===== src/rtl/wsp_pkg.sv =====
// Shared constants, widths and the segment record for the wall segment point sampler.
package wsp_pkg;

   localparam int MAX_CORNERS = 64;
   localparam int MAX_SUBDIV  = 63;

   localparam int CORNER_AW = $clog2(MAX_CORNERS);
   localparam int CNT_W     = $clog2(MAX_CORNERS + 1);
   localparam int SUB_W     = $clog2(MAX_SUBDIV + 1);
   localparam int DIV_W     = SUB_W + 1;
   localparam int MAG_W     = 33;
   localparam int QUO_W     = MAG_W + 1;
   localparam int SQ_W      = 2 * MAG_W;
   localparam int L2_W      = SQ_W + 1;
   localparam int SUM_W     = 64 + 2 * SUB_W;
   localparam int STEP_W    = $clog2(QUO_W + 1);

   localparam logic [31:0] SPACING_RESET = 32'h0001_0000;

   // One classified segment handed from the front end to the emitter.
   typedef struct packed {
      logic [31:0]      sx;
      logic [31:0]      sy;
      logic [31:0]      ex;
      logic [31:0]      ey;
      logic [SUB_W-1:0] n;
      logic             capped;
      logic             zero;
      logic             neg_x;
      logic             neg_y;
      logic [QUO_W-1:0] quo_x;
      logic [QUO_W-1:0] quo_y;
      logic [DIV_W-1:0] rem_x;
      logic [DIV_W-1:0] rem_y;
   } seg_type;

endpackage


===== src/rtl/wsp_queue.sv =====
// Two-entry queue of classified segments between the front end and the emitter.
module wsp_queue (
   input  logic             clock,
   input  logic             reset,
   input  logic             wr_valid,
   output logic             wr_ready,
   input  wsp_pkg::seg_type wr_seg,
   output logic             rd_valid,
   input  logic             rd_ready,
   output wsp_pkg::seg_type rd_seg
);

   wsp_pkg::seg_type slot_ff [2];
   logic             wr_ptr_ff, wr_ptr_in, rd_ptr_ff, rd_ptr_in;
   logic [1:0]       count_ff, count_in;
   logic             do_wr, do_rd;

   assign wr_ready = (count_ff != 2'd2);
   assign rd_valid = (count_ff != 2'd0);
   assign rd_seg   = slot_ff[rd_ptr_ff];
   assign do_wr    = wr_valid && wr_ready;
   assign do_rd    = rd_valid && rd_ready;

   always_comb begin
      wr_ptr_in = do_wr ? !wr_ptr_ff : wr_ptr_ff;
      rd_ptr_in = do_rd ? !rd_ptr_ff : rd_ptr_ff;
      count_in  = count_ff + {1'b0, do_wr} - {1'b0, do_rd};
   end

   always_ff @(posedge clock) begin
      if (reset) begin
         wr_ptr_ff <= 1'b0;
         rd_ptr_ff <= 1'b0;
         count_ff  <= 2'd0;
      end else begin
         wr_ptr_ff <= wr_ptr_in;
         rd_ptr_ff <= rd_ptr_in;
         count_ff  <= count_in;
      end
      if (do_wr) begin
         slot_ff[wr_ptr_ff] <= wr_seg;
      end
   end

endmodule


===== config.mk =====
export PLATFORM = sky130hd
export DESIGN_NAME = wsp_queue
export DESIGN_NICKNAME = d
export VERILOG_FILES = /design/src/rtl/wsp_pkg.sv /design/src/rtl/wsp_queue.sv
export SDC_FILE = /design/constraint.sdc
export NUM_CORES = 1
export LEC_CHECK = 0
export BUFFER_PORTS_ARGS = -buffer_cell sky130_fd_sc_hd__buf_4
export CORE_MARGIN = 5
export CORE_UTILIZATION = 35
export DETAILED_ROUTE_END_ITERATION = 8
export SLEW_MARGIN = 5
export SYNTH_ARGS = -nofsm -noshare
export SYNTH_HDL_FRONTEND = slang
export SYNTH_SLANG_ARGS = --single-unit

===== constraint.sdc =====
create_clock -name clock -period 8.2 [get_ports clock]
set_input_delay 2.46 -clock clock [delete_from_list [all_inputs] [get_ports clock]]
set_output_delay 2.46 -clock clock [all_outputs]
set_load 0.01 [all_outputs]

==> metrics.md <==
| Metric | Value |
|---|---|
| Vias per cell | `4.53` |
| Power density of the placed cells | `290 nW/um2` |
| Summed area of non-filler cells in the final layout | `21700 um2` |
| Global placer's final weighted congestion | `0.750` |
| Final count of negative-setup-slack endpoints | `0` |
| Post-CTS resize count | `0` |
| Wire length of the first global-routing pass | `52.8 mm` |
| IO Port Bufs | `445` |
| Cell type with the highest occurrence count on the critical path | `sky130_fd_sc_hd__buf_4` |
| Number of buffers added by the clock tree synthesis step | `48` |
| Number of placement rows | `78` |
| Die outline width | `225 um` |
| Iter 0 DRT Violations | `415` |
| Post-layout instance count excluding filler cells | `1825` |
| Maximum clock path buffer count | `3` |
| Syn Std Cell Area | `16200 um2` |
| Count of boundary I/O pins | `446` |
| Number of enable-type register cells in the synthesized netlist | `440` |
| Sequential-to-total area share from yosys stat | `82.2%` |
| Final wirelength | `36.0 mm` |
| Area of the core | `45600 um2` |
| Antenna violations before repair | `2` |
| Clock net sink count | `445` |
| Final worst-path cycle share | `60.4%` |
| Reported max-cap violation count | `0` |
| CTS tree | `built` |
| Net count reported at finish | `1414` |
| Final worst slack | `3.25 ns` |
| Result of the run | `complete, no violations` |
| Min cycle time layout | `4.95 ns` |
| Post-synthesis average cell area | `22.7 um2` |
| Setup_tns | `0 ns` |
| Synthesis Warnings | `0` |
| Worst setup slack before clock tree synthesis | `3.65 ns` |
| GRT Util Overall | `13.6%` |
| Maximum resistive drop on vdd | `0.197 mV` |
| Setup Skew | `0.0148 ns` |
| Cell internal power dissipation | `4.74 mW` |
| Count of buffer and inverter cells on the critical path | `2` |
| RSZ-0062 raised after global routing | `no` |
| Clock slew at reported path FFs | `0.06 ns` |
| Worst-skew pair later-pin latency | `0.56 ns` |
| Vias in the first global route | `8989` |
| Worst min path class | `register to register` |
| Tightest hold margin | `0.508 ns` |
| Area of the die | `50700 um2` |
| Placed wire-length estimate | `23.4 mm` |
| Starting utilization of the core area | `35.5%` |
| Count of inserted antenna diode cells | `0` |
| Overall via count from detail_route | `8261` |
| Proportion of power drawn by combinational gates | `21.3%` |
| Ordered cell list for the critical path | `buf_4 -> mux2_2 -> buf_4` |
| Number of fill cells | `3912` |
| Post-CTS Repair Setup Buffers | `0` |
| Average wire per cell in the routed design | `19.7 um` |
| Final Slew Violations | `0` |
| Deepest level of the CTS H-tree | `2` |
| Placed cell areas | `20100 um2` |
| Fraction of final layout cells sized beyond drive strength 1 | `60.3%` |
| Clock share of power | `33.9%` |
| Leak | `7.95 nW` |
| Chip Height | `225 um` |
| Switching share of power | `24.6%` |
| Measured slew at the worst slew-check pin | `0.956 ns` |
| Proportion of power drawn by flip-flops and latches | `44.8%` |
| Max frequency | `202 MHz` |
| Delay of the slowest critical-path stage | `0.75 ns` |
| Distinct cells, synth | `25` |
| Relative slew slack | `36.3%` |
| Cell total after placement | `1739` |
| Area of the multi-input gates | `2640 um2` |
| Top Family by Delay on Critical Path | `buffers and inverters` |
| Routed Antenna Nets | `0` |
| Total count of hold-check failures in the final report | `0` |
| Switching Power | `1.54 mW` |
| Async set or reset register ratio after synthesis | `0%` |
| Clk root buf | `sky130_fd_sc_hd__clkbuf_16` |
| Total nets after synthesis | `938` |
| Hold_buf cts | `0` |
| Pin count of the biggest net entering global routing | `139` |
| Max Fanout on Critical Path | `69` |
| Number of detailed-routing iterations run before antenna repair | `4` |
| Number of synthesized register bits | `445` |
| Element type at the critical path start | `register` |
| Total power consumption of the routed design | `6.29 mW` |
| CP required | `5.74 ns` |
| Type of element capturing the critical path | `primary output` |
| Main flop type after synthesis | `sky130_fd_sc_hd__edfxtp_1` |
| Utilization after layout | `47.6%` |
| Area growth from synthesis to final layout | `33.9%` |
| Total congestion overflow after global routing | `0` |
| Master of the slowest instance on the critical path | `sky130_fd_sc_hd__buf_4` |
| Sequential standard cell area | `13300 um2` |
| Gate Count Post-Synth | `713` |
| DRC | `0` |
| WS Path Type | `register to primary output` |
| Arrival time worst endpoint | `2.49 ns` |
==> logic make-up (layout without fill, tap and decap cells) <==
| kind of cell | count (synthesis) | count (layout) | share of synthesized area (%) |
|---|---|---|---|
| DFF | 445 | 445 | 82.2 |
| muxes | 220 | 220 | 15.3 |
| buffers and inverters | 25 | 537 | 1.57 |
| and+or+nand+nor | 15 | 15 | 0.541 |
| AOI/OAI and AO/OA | 6 | 6 | 0.270 |
| adders and majority gates | 1 | 1 | 0.0772 |
| xor gates and xnor gates | 1 | 1 | 0.0541 |
==> placed cells by master (no fill, tap or decap), types with 2 or more instances in the layout <==
cell	instances
sky130_fd_sc_hd__clkinv_2	3
sky130_fd_sc_hd__clkbuf_1	17
sky130_fd_sc_hd__edfxtp_1	440
sky130_fd_sc_hd__bufinv_16	6
sky130_fd_sc_hd__clkinv_1	6
sky130_fd_sc_hd__o21ai_0	2
sky130_fd_sc_hd__clkbuf_16	49
sky130_fd_sc_hd__dfxtp_1	4
sky130_fd_sc_hd__buf_4	447
sky130_fd_sc_hd__mux2_2	220
sky130_fd_sc_hd__nor2_1	4
sky130_fd_sc_hd__buf_12	3
sky130_fd_sc_hd__inv_6	3
==> registers in the layout (all words and copies together) (netlist names), named ones only <==
name	cells
slot_ff	440
wr_ptr_ff	1
count_ff	2
rd_ptr_ff	1
==> routing by layer <==
layer / part of all wire [%] / global-route usage (%) / vias up
met1: 37 / 15.8 / 4056
met2: 48 / 22.0 / 320
met3: 12 / 6.49 / 73
li1: - / - / 3808
met5: 0.070 / 0 / -
met4: 3.1 / 5.02 / 4
==> power groups by stage <==
stage | Sequential (mW) | Combinational [mW] | Clock, mW
global placement | 2.86 | 1.37 | 0
CTS | 2.82 | 1.38 | 2.21
global route | 2.84 | 1.44 | 2.31
finish | 2.82 | 1.34 | 2.13
floorplan | 2.89 | 0.743 | 0
detailed placement | 2.87 | 1.37 | 0
==> path summary, 6_finish.rpt <==
check	cells after the start	start	slack, ns	end
max	3	register	3.25	rd_seg[22]
min	2	rd_ptr_ff	0.51	register
max reg2reg	4	count_ff[0]	5.54	slot_ff[0][61]
min reg2reg	2	rd_ptr_ff	0.51	register
==> area by class of cell <==
cell class	count	share of cell area, %
tap	600	3.46
multi-input combinational	243	12.2
clock buffer	66	5.95
inverter	1	0.0519
sequential	445	61.4
timing repair buffer	450	15.8
clock inverter	20	1.20
==> synthesized netlist by cell type, types with 2 or more instances <==
master                     count  area share [%]
sky130_fd_sc_hd__edfxtp_1    440              82
sky130_fd_sc_hd__mux2_2      220              15
sky130_fd_sc_hd__buf_6        20             1.4
sky130_fd_sc_hd__dfxtp_1       5            0.62
sky130_fd_sc_hd__nor2_1        4           0.093
sky130_fd_sc_hd__and3_1        2           0.077
sky130_fd_sc_hd__buf_2         2           0.062
sky130_fd_sc_hd__buf_4         2           0.093
sky130_fd_sc_hd__o21ai_0       2           0.062
==> worst min-delay path, delay by kind of cell, from the launching register on <==
| family | cells | cell delay, ns |
|---|---|---|
| xor gates and xnor gates | 1 | 0.08 |
| DFF | 1 | 0.32 |
| and+or+nand+nor | 1 | 0.07 |
Note: power is estimated with default switching activity, not from simulation.
