## src/rtl/wsp_pkg.sv

```systemverilog
// Shared constants, widths and the segment record for the wall segment point sampler.
package wsp_pkg;

   localparam int MAX_CORNERS = 64;
   localparam int MAX_SUBDIV  = 63;

   localparam int CORNER_AW = $clog2(MAX_CORNERS);
   localparam int CNT_W     = $clog2(MAX_CORNERS + 1);
   localparam int SUB_W     = $clog2(MAX_SUBDIV + 1);
   localparam int DIV_W     = SUB_W + 1;
   localparam int MAG_W     = 33;
   localparam int QUO_W     = MAG_W + 1;
   localparam int SQ_W      = 2 * MAG_W;
   localparam int L2_W      = SQ_W + 1;
   localparam int SUM_W     = 64 + 2 * SUB_W;
   localparam int STEP_W    = $clog2(QUO_W + 1);

   localparam logic [31:0] SPACING_RESET = 32'h0001_0000;

   // One classified segment handed from the front end to the emitter.
   typedef struct packed {
      logic [31:0]      sx;
      logic [31:0]      sy;
      logic [31:0]      ex;
      logic [31:0]      ey;
      logic [SUB_W-1:0] n;
      logic             capped;
      logic             zero;
      logic             neg_x;
      logic             neg_y;
      logic [QUO_W-1:0] quo_x;
      logic [QUO_W-1:0] quo_y;
      logic [DIV_W-1:0] rem_x;
      logic [DIV_W-1:0] rem_y;
   } seg_type;

endpackage

```

## src/rtl/wsp_front.sv

```systemverilog
// Front end: accepts segments, finds the squared length, the subdivision count
// and the per-axis step quotients, then hands a record to the queue.
module wsp_front (
   input  logic                  clock,
   input  logic                  reset,
   input  logic [31:0]           spacing,
   input  logic                  in_valid,
   output logic                  in_ready,
   input  logic [127:0]          in_data,
   output logic                  push_valid,
   input  logic                  push_ready,
   output wsp_pkg::seg_type      push_seg
);

   typedef enum logic [2:0] {F_IDLE, F_MUL, F_SRCH, F_DIV, F_PUSH} fstate_type;

   fstate_type                      state_ff, state_in;
   logic [5:0]                      cnt_ff, cnt_in;
   wsp_pkg::seg_type                seg_ff, seg_in;
   logic [wsp_pkg::SQ_W-1:0]        mc_ff [3];
   logic [wsp_pkg::SQ_W-1:0]        mc_in [3];
   logic [wsp_pkg::MAG_W-1:0]       mp_ff [3];
   logic [wsp_pkg::MAG_W-1:0]       mp_in [3];
   logic [wsp_pkg::SQ_W-1:0]        acc_ff [3];
   logic [wsp_pkg::SQ_W-1:0]        acc_in [3];
   logic [wsp_pkg::L2_W-1:0]        l2_ff, l2_in;
   logic [63:0]                     s2_ff, s2_in;
   logic [wsp_pkg::SUM_W-1:0]       sum_ff, sum_in, step_ff, step_in;
   logic [wsp_pkg::SUB_W-1:0]       j_ff, j_in;
   logic [wsp_pkg::QUO_W-1:0]       dvx_ff, dvx_in, dvy_ff, dvy_in;
   logic [wsp_pkg::DIV_W-1:0]       rmx_ff, rmx_in, rmy_ff, rmy_in;

   logic signed [32:0]              dx, dy;
   logic [wsp_pkg::MAG_W-1:0]       ax, ay;
   logic [wsp_pkg::MAG_W-1:0]       seg_dx, seg_dy, mag_x, mag_y;
   logic [wsp_pkg::L2_W-1:0]        l2_sum;
   logic [wsp_pkg::SUM_W-1:0]       step_next;
   logic [wsp_pkg::DIV_W-1:0]       dvsr;
   logic [wsp_pkg::DIV_W:0]         trial_x, trial_y;

   assign in_ready   = (state_ff == F_IDLE);
   assign push_valid = (state_ff == F_PUSH);
   assign push_seg   = seg_ff;

   always_comb begin
      dx = $signed({in_data[95], in_data[95:64]}) - $signed({in_data[31], in_data[31:0]});
      dy = $signed({in_data[127], in_data[127:96]}) - $signed({in_data[63], in_data[63:32]});
      ax = dx[32] ? wsp_pkg::MAG_W'(-dx) : wsp_pkg::MAG_W'(dx);
      ay = dy[32] ? wsp_pkg::MAG_W'(-dy) : wsp_pkg::MAG_W'(dy);
      // The stored endpoints are signed, so the difference needs a sign bit.
      seg_dx    = {seg_ff.ex[31], seg_ff.ex} - {seg_ff.sx[31], seg_ff.sx};
      seg_dy    = {seg_ff.ey[31], seg_ff.ey} - {seg_ff.sy[31], seg_ff.sy};
      mag_x     = seg_ff.neg_x ? -seg_dx : seg_dx;
      mag_y     = seg_ff.neg_y ? -seg_dy : seg_dy;
      l2_sum    = {1'b0, acc_ff[0]} + {1'b0, acc_ff[1]};
      step_next = step_ff + {{(wsp_pkg::SUM_W - 65){1'b0}}, s2_ff, 1'b0};
      dvsr      = {seg_ff.n, 1'b0};
      trial_x   = {rmx_ff, dvx_ff[wsp_pkg::QUO_W-1]};
      trial_y   = {rmy_ff, dvy_ff[wsp_pkg::QUO_W-1]};
   end

   always_comb begin
      state_in = state_ff;
      cnt_in   = cnt_ff;
      seg_in   = seg_ff;
      l2_in    = l2_ff;
      s2_in    = s2_ff;
      sum_in   = sum_ff;
      step_in  = step_ff;
      j_in     = j_ff;
      dvx_in   = dvx_ff;
      dvy_in   = dvy_ff;
      rmx_in   = rmx_ff;
      rmy_in   = rmy_ff;
      for (int i = 0; i < 3; i++) begin
         mc_in[i]  = mc_ff[i];
         mp_in[i]  = mp_ff[i];
         acc_in[i] = acc_ff[i];
      end
      unique case (state_ff)
         F_IDLE: begin
            if (in_valid) begin
               seg_in.sx    = in_data[31:0];
               seg_in.sy    = in_data[63:32];
               seg_in.ex    = in_data[95:64];
               seg_in.ey    = in_data[127:96];
               seg_in.neg_x = dx[32];
               seg_in.neg_y = dy[32];
               seg_in.capped = 1'b0;
               seg_in.zero   = 1'b0;
               mc_in[0] = {{(wsp_pkg::SQ_W - wsp_pkg::MAG_W){1'b0}}, ax};
               mc_in[1] = {{(wsp_pkg::SQ_W - wsp_pkg::MAG_W){1'b0}}, ay};
               mc_in[2] = {{(wsp_pkg::SQ_W - 32){1'b0}}, spacing};
               mp_in[0] = ax;
               mp_in[1] = ay;
               mp_in[2] = {1'b0, spacing};
               for (int i = 0; i < 3; i++) begin
                  acc_in[i] = '0;
               end
               cnt_in   = '0;
               state_in = F_MUL;
            end
         end
         F_MUL: begin
            // Three shift-and-add squarers run side by side, one bit a cycle.
            for (int i = 0; i < 3; i++) begin
               if (mp_ff[i][0]) begin
                  acc_in[i] = acc_ff[i] + mc_ff[i];
               end
               mc_in[i] = {mc_ff[i][wsp_pkg::SQ_W-2:0], 1'b0};
               mp_in[i] = {1'b0, mp_ff[i][wsp_pkg::MAG_W-1:1]};
            end
            cnt_in = cnt_ff + 6'd1;
            if (cnt_ff == 6'(wsp_pkg::MAG_W)) begin
               l2_in   = l2_sum;
               s2_in   = acc_ff[2][63:0];
               sum_in  = {{(wsp_pkg::SUM_W - 64){1'b0}}, acc_ff[2][63:0]};
               step_in = {{(wsp_pkg::SUM_W - 64){1'b0}}, acc_ff[2][63:0]};
               j_in    = wsp_pkg::SUB_W'(1);
               if (l2_sum == '0) begin
                  seg_in.zero = 1'b1;
                  seg_in.n    = '0;
                  state_in    = F_PUSH;
               end else begin
                  state_in = F_SRCH;
               end
            end
         end
         F_SRCH: begin
            // sum holds (j * spacing)^2, grown by odd multiples of spacing^2.
            if (sum_ff >= {{(wsp_pkg::SUM_W - wsp_pkg::L2_W){1'b0}}, l2_ff}) begin
               seg_in.n = j_ff;
               state_in = F_DIV;
            end else if (j_ff == wsp_pkg::SUB_W'(wsp_pkg::MAX_SUBDIV)) begin
               seg_in.n      = j_ff;
               seg_in.capped = 1'b1;
               state_in      = F_DIV;
            end else begin
               step_in = step_next;
               sum_in  = sum_ff + step_next;
               j_in    = j_ff + wsp_pkg::SUB_W'(1);
            end
            dvx_in = {mag_x, 1'b0};
            dvy_in = {mag_y, 1'b0};
            rmx_in = '0;
            rmy_in = '0;
            cnt_in = '0;
         end
         F_DIV: begin
            // Restoring division of twice the magnitude by 2n on both axes.
            if (trial_x >= {1'b0, dvsr}) begin
               rmx_in = wsp_pkg::DIV_W'(trial_x - {1'b0, dvsr});
               dvx_in = {dvx_ff[wsp_pkg::QUO_W-2:0], 1'b1};
            end else begin
               rmx_in = wsp_pkg::DIV_W'(trial_x);
               dvx_in = {dvx_ff[wsp_pkg::QUO_W-2:0], 1'b0};
            end
            if (trial_y >= {1'b0, dvsr}) begin
               rmy_in = wsp_pkg::DIV_W'(trial_y - {1'b0, dvsr});
               dvy_in = {dvy_ff[wsp_pkg::QUO_W-2:0], 1'b1};
            end else begin
               rmy_in = wsp_pkg::DIV_W'(trial_y);
               dvy_in = {dvy_ff[wsp_pkg::QUO_W-2:0], 1'b0};
            end
            cnt_in = cnt_ff + 6'd1;
            if (cnt_ff == 6'(wsp_pkg::QUO_W - 1)) begin
               seg_in.quo_x = dvx_in;
               seg_in.quo_y = dvy_in;
               seg_in.rem_x = rmx_in;
               seg_in.rem_y = rmy_in;
               state_in     = F_PUSH;
            end
         end
         F_PUSH: begin
            if (push_ready) begin
               state_in = F_IDLE;
            end
         end
         default: state_in = F_IDLE;
      endcase
   end

   always_ff @(posedge clock) begin
      if (reset) begin
         state_ff <= F_IDLE;
      end else begin
         state_ff <= state_in;
      end
      cnt_ff  <= cnt_in;
      seg_ff  <= seg_in;
      l2_ff   <= l2_in;
      s2_ff   <= s2_in;
      sum_ff  <= sum_in;
      step_ff <= step_in;
      j_ff    <= j_in;
      dvx_ff  <= dvx_in;
      dvy_ff  <= dvy_in;
      rmx_ff  <= rmx_in;
      rmy_ff  <= rmy_in;
      for (int i = 0; i < 3; i++) begin
         mc_ff[i]  <= mc_in[i];
         mp_ff[i]  <= mp_in[i];
         acc_ff[i] <= acc_in[i];
      end
   end

endmodule

```

## config.mk

```make
export PLATFORM = sky130hd
export DESIGN_NAME = wsp_front
export DESIGN_NICKNAME = d
export VERILOG_FILES = /design/src/rtl/wsp_pkg.sv /design/src/rtl/wsp_front.sv
export SDC_FILE = /design/constraint.sdc
export NUM_CORES = 2
export LEC_CHECK = 0
export ABC_AREA = 0
export BUFFER_PORTS_ARGS = -buffer_cell sky130_fd_sc_hd__buf_2
export CAP_MARGIN = 0
export CORE_AREA = 2 2 399 401
export CTS_BUF_LIST = sky130_fd_sc_hd__clkbuf_4
export DETAILED_ROUTE_END_ITERATION = 7
export DIE_AREA = 0 0 401 403
export GPL_ROUTABILITY_DRIVEN = 0
export MAX_ROUTING_LAYER = met4
export PLACE_DENSITY_LB_ADDON = 0.2
export SKIP_LAST_GASP = 1
export SYNTH_ARGS = -nofsm -noshare
export SYNTH_HDL_FRONTEND = slang
export SYNTH_SLANG_ARGS = --single-unit
```

## constraint.sdc

```tcl
create_clock -name clock -period 19.1 [get_ports clock]
set_input_delay 2.865 -clock clock [delete_from_list [all_inputs] [get_ports clock]]
set_output_delay 2.865 -clock clock [all_outputs]
set_load 0.01 [all_outputs]
```

==> results.yml <==
power:
  combPwrFrac_pct: 55.7
  swShare_pct: 44.59
  power.density_nw_per_um2: 174.4
  seqPwrFrac_pct: 29.5
  power_frac_clock_pct: 14.8
  vdd_drop_max_uv: 81.97
  p_int_mw: 7.988
  switching_power_mw: 6.428
  leakagePower_nw: 35.10
  totalPowerFinal_mw: 14.42
synthesis:
  async_flop_share_pct: 0
  synthMuxAreaShare_pct: 0.5120
  ys_top_cells_by_area: "edfxtp_1 (44%), ha_1 (10%), a21o_1 (4.1%), nand2_1 (4.1%), a21oi_1 (3.9%)"
  syn_area_per_cell_um2: 9.750
  synth_top_area_share_pct: 43.51
  synth-adder-area-share_pct: 10.64
  yosys.area_share.simple_pct: 15.77
  synth_top_family_by_area: "compound AO/OA/AOI/OAI gates"
  dominantRegCellSynth: "edfxtp_1"
  ys_seq_elements: 1090
  synth_xor_area_share_pct: 6.515
  synth_nets: 8489
  synth-compound-area-share_pct: 19.64
  syn_inst: 7694
  synth-edff-count: 1087
  synth_commonest_cells: "edfxtp_1 (1087), nand2_1 (812), nor2_1 (635)"
  ys_seq_area_share_pct: 43.59
  synth_most_common_cell: "edfxtp_1"
  netlist_area_um2: 75020
  yosysWarnings: 0
  synth_top_area_cell: "edfxtp_1"
  netlist-cell-type-count: 110
sta:
  rsz0062_at_grt: "no"
  setup-tns-final_ns: 0
  fmax_mhz: 139.0
  hold_viol_final: 0
  period_needed_ns: 7.192
  fin_crit_sh_pct: 37.66
  setup_viol: 0
  drv_slew: 0
  worstMarginPinSlew_ns: 0.9791
  finalClockSkew_ns: 0.1181
  slew_headroom_pct: 33.90
clock_tree:
  clock_latency_ns: 1.35
  hold_buffers: 0
  clock-root-buffer: "clkbuf_4"
  ctsResizeCount: 0
  clk_path_buf_depth: 4
  cts_tree: "built"
  cts-buffers-inserted: 322
  cts_htree_levels: 5
  cts.clk_slew.worst_paths_ns: 0.07
  postCtsSetupBuffers: 0
  clock-sinks: 1090
setup_path:
  critPathCaptureType: "flop"
  cp_cell_sequence: "ha_1 > fa_1 > a21o_1 > a311oi_1 > and4b_1 > o31ai_2 > o21ai_0 > a31o_2 > a41o_1 > xor2_1 > ha_1 > nand4_1 > or4_1 > o31ai_1 > a21oi_1 > o21ai_0 > a21boi_0 > xnor2_1 > nor2_1"
  cp_slowest_stage_delay_ns: 0.77
  cp-start-kind: "flop"
  critPathKind: "flop to flop"
  slowest_stage: "o21ai_0"
  crit_arrival_ns: 8.19
  cp_max_fo: 9
  crit_buf_inv: 0
  cpLargestDelayFamily: "compound AO/OA/AOI/OAI gates"
  critPathRequiredTime_ns: 20.10
placement:
  numPortBuffers: 385
  placed_area_um2: 78910
  dp_hpwl_um: 154700
finish:
  final_util_pct: 52.51
  fin_area_um2: 82680
  drive_above_1_share_pct: 12.14
  finalNetCount: 8974
  syn_to_final_growth_pct: 10.21
route:
  wl_per_cell_um: 19.64
  totalWireLength_um: 205500
  drtIter0Drc: 4864
  vias: 60930
  first_pass_iters: 7
  ant_nets: 0
  vias_per_cell: 5.825
  post-route-drc-count: 0
global_route:
  grt.total_usage_pct: 25.40
  grt_pass1_wl_um: 319700
  grt-ovfl-total: 0
  antenna_found_initial: 11
  grt_max_degree: 88
  grt_pass1_vias: 58830
floorplan:
  die_area_um2: 161600
  die_h_um: 403
  ioPinCount: 386
  start_util_pct: 47.64
  rows: 146
  die_w_um: 401
  core_um2: 157500
run:
  maxCapViolCount: 0
run_status:
  status: "finished clean"
min_path:
  holdCritPathClass: "flop to flop"
==> cell families (layout without fill, tap and decap cells) <==
| family | count (synthesis) | in the layout |
|---|---|---|
| compound gates | 2250 | 2250 |
| buf+inv | 664 | 1344 |
| xor+xnor | 558 | 558 |
| other cells | 0 | 14 |
| fa+ha+maj | 631 | 631 |
| mux | 37 | 37 |
| flops | 1090 | 1090 |
| simple gates | 2464 | 2464 |
==> power groups by stage <==
stage                     clock network (mW)  registers, mW  logic (mW)
final                                   2.14           4.25        8.02
after global placement                     0           4.28        7.73
after CTS                               2.21           4.25        7.92
after global routing                    2.32           4.32        8.90
after detailed placement                   0           4.28        7.86
after floorplan                            0           4.12        6.13
==> path summary, 6_finish.rpt <==
kind	end	slack [ns]	cells after the start	from
worst min-delay path	push_seg[47]	0.39	0	dvy_ff[32]
worst min register to register	push_seg[47]	0.39	0	dvy_ff[32]
worst max-delay path	sum_ff[66]	11.91	19	s2_ff[0]
worst max register to register	sum_ff[66]	11.91	19	s2_ff[0]
==> metrics by stage <==
step                      std cells  setup WS (ns)  hold slack, ns
after floorplan                7694          9.090          0.4222
after global placement         9927          11.83          0.4273
after detailed placement       9927          11.85          0.4314
after CTS                     10450          11.98          0.3663
after global routing          10460          11.37          0.4212
final                         10460          11.91          0.3944
==> per-layer routing <==
layer  global-route usage (%)  vias to the layer above  wire length (um)
li1                         -                    29620                 -
met2                    40.02                     1967             94440
met5                        -                        -                 0
met4                    9.878                        0              7362
met1                    33.00                    28920             91910
met3                    3.910                      423             11740
==> worst reg2reg max path: stages, from the launching register on <==
cell and delay (ns):
edfxtp_1 0.39, ha_1 0.24, fa_1 0.42, a21o_1 0.22
a311oi_1 0.39, and4b_1 0.31, o31ai_2 0.48, o21ai_0 0.41
a31o_2 0.38, a41o_1 0.25, xor2_1 0.18, ha_1 0.46
nand4_1 0.17, or4_1 0.61, o31ai_1 0.46, a21oi_1 0.23
o21ai_0 0.77, a21boi_0 0.27, xnor2_1 0.21, nor2_1 0.05
==> cell usage in the layout (no fill, tap or decap), types with 71 or more instances in the layout <==
cell type	Yosys	routed
nor2_1	635	634
nor2b_1	76	75
ha_1	619	619
xor2_1	235	235
clkbuf_4	0	442
nor3_1	117	117
a211oi_1	71	71
edfxtp_1	1087	1087
inv_1	395	393
o21ai_0	454	452
nand3_1	129	129
a21o_1	413	413
o21bai_1	82	82
and2_1	172	171
nand4_1	119	119
a21oi_1	586	586
and3_1	75	75
buf_2	2	385
xnor2_1	323	323
o21a_1	154	154
nand2_1	812	806
==> sequential cells by signal, indices dropped and copies added, names as in the netlist <==
name / count
l2_ff: 67
cnt_ff: 6
sum_ff: 76
step_ff: 76
push_seg: 220
state_ff: 3
dvx_ff: 34
mc_ff: 196
s2_ff: 64
dvy_ff: 34
rmx_ff: 7
j_ff: 6
acc_ff: 196
mp_ff: 98
rmy_ff: 7
==> area by class of cell <==
type	instances	area [um2]
clock buffer	442	3318
fill	14420	74790
tap	2072	2592
sequential	1090	32700
antenna	14	35.03
multi-input combinational	5940	39880
clock inverter	77	411.6
inverter	399	1510
timing repair buffer	426	2235
No activity file was read; power rests on OpenSTA's default activity.
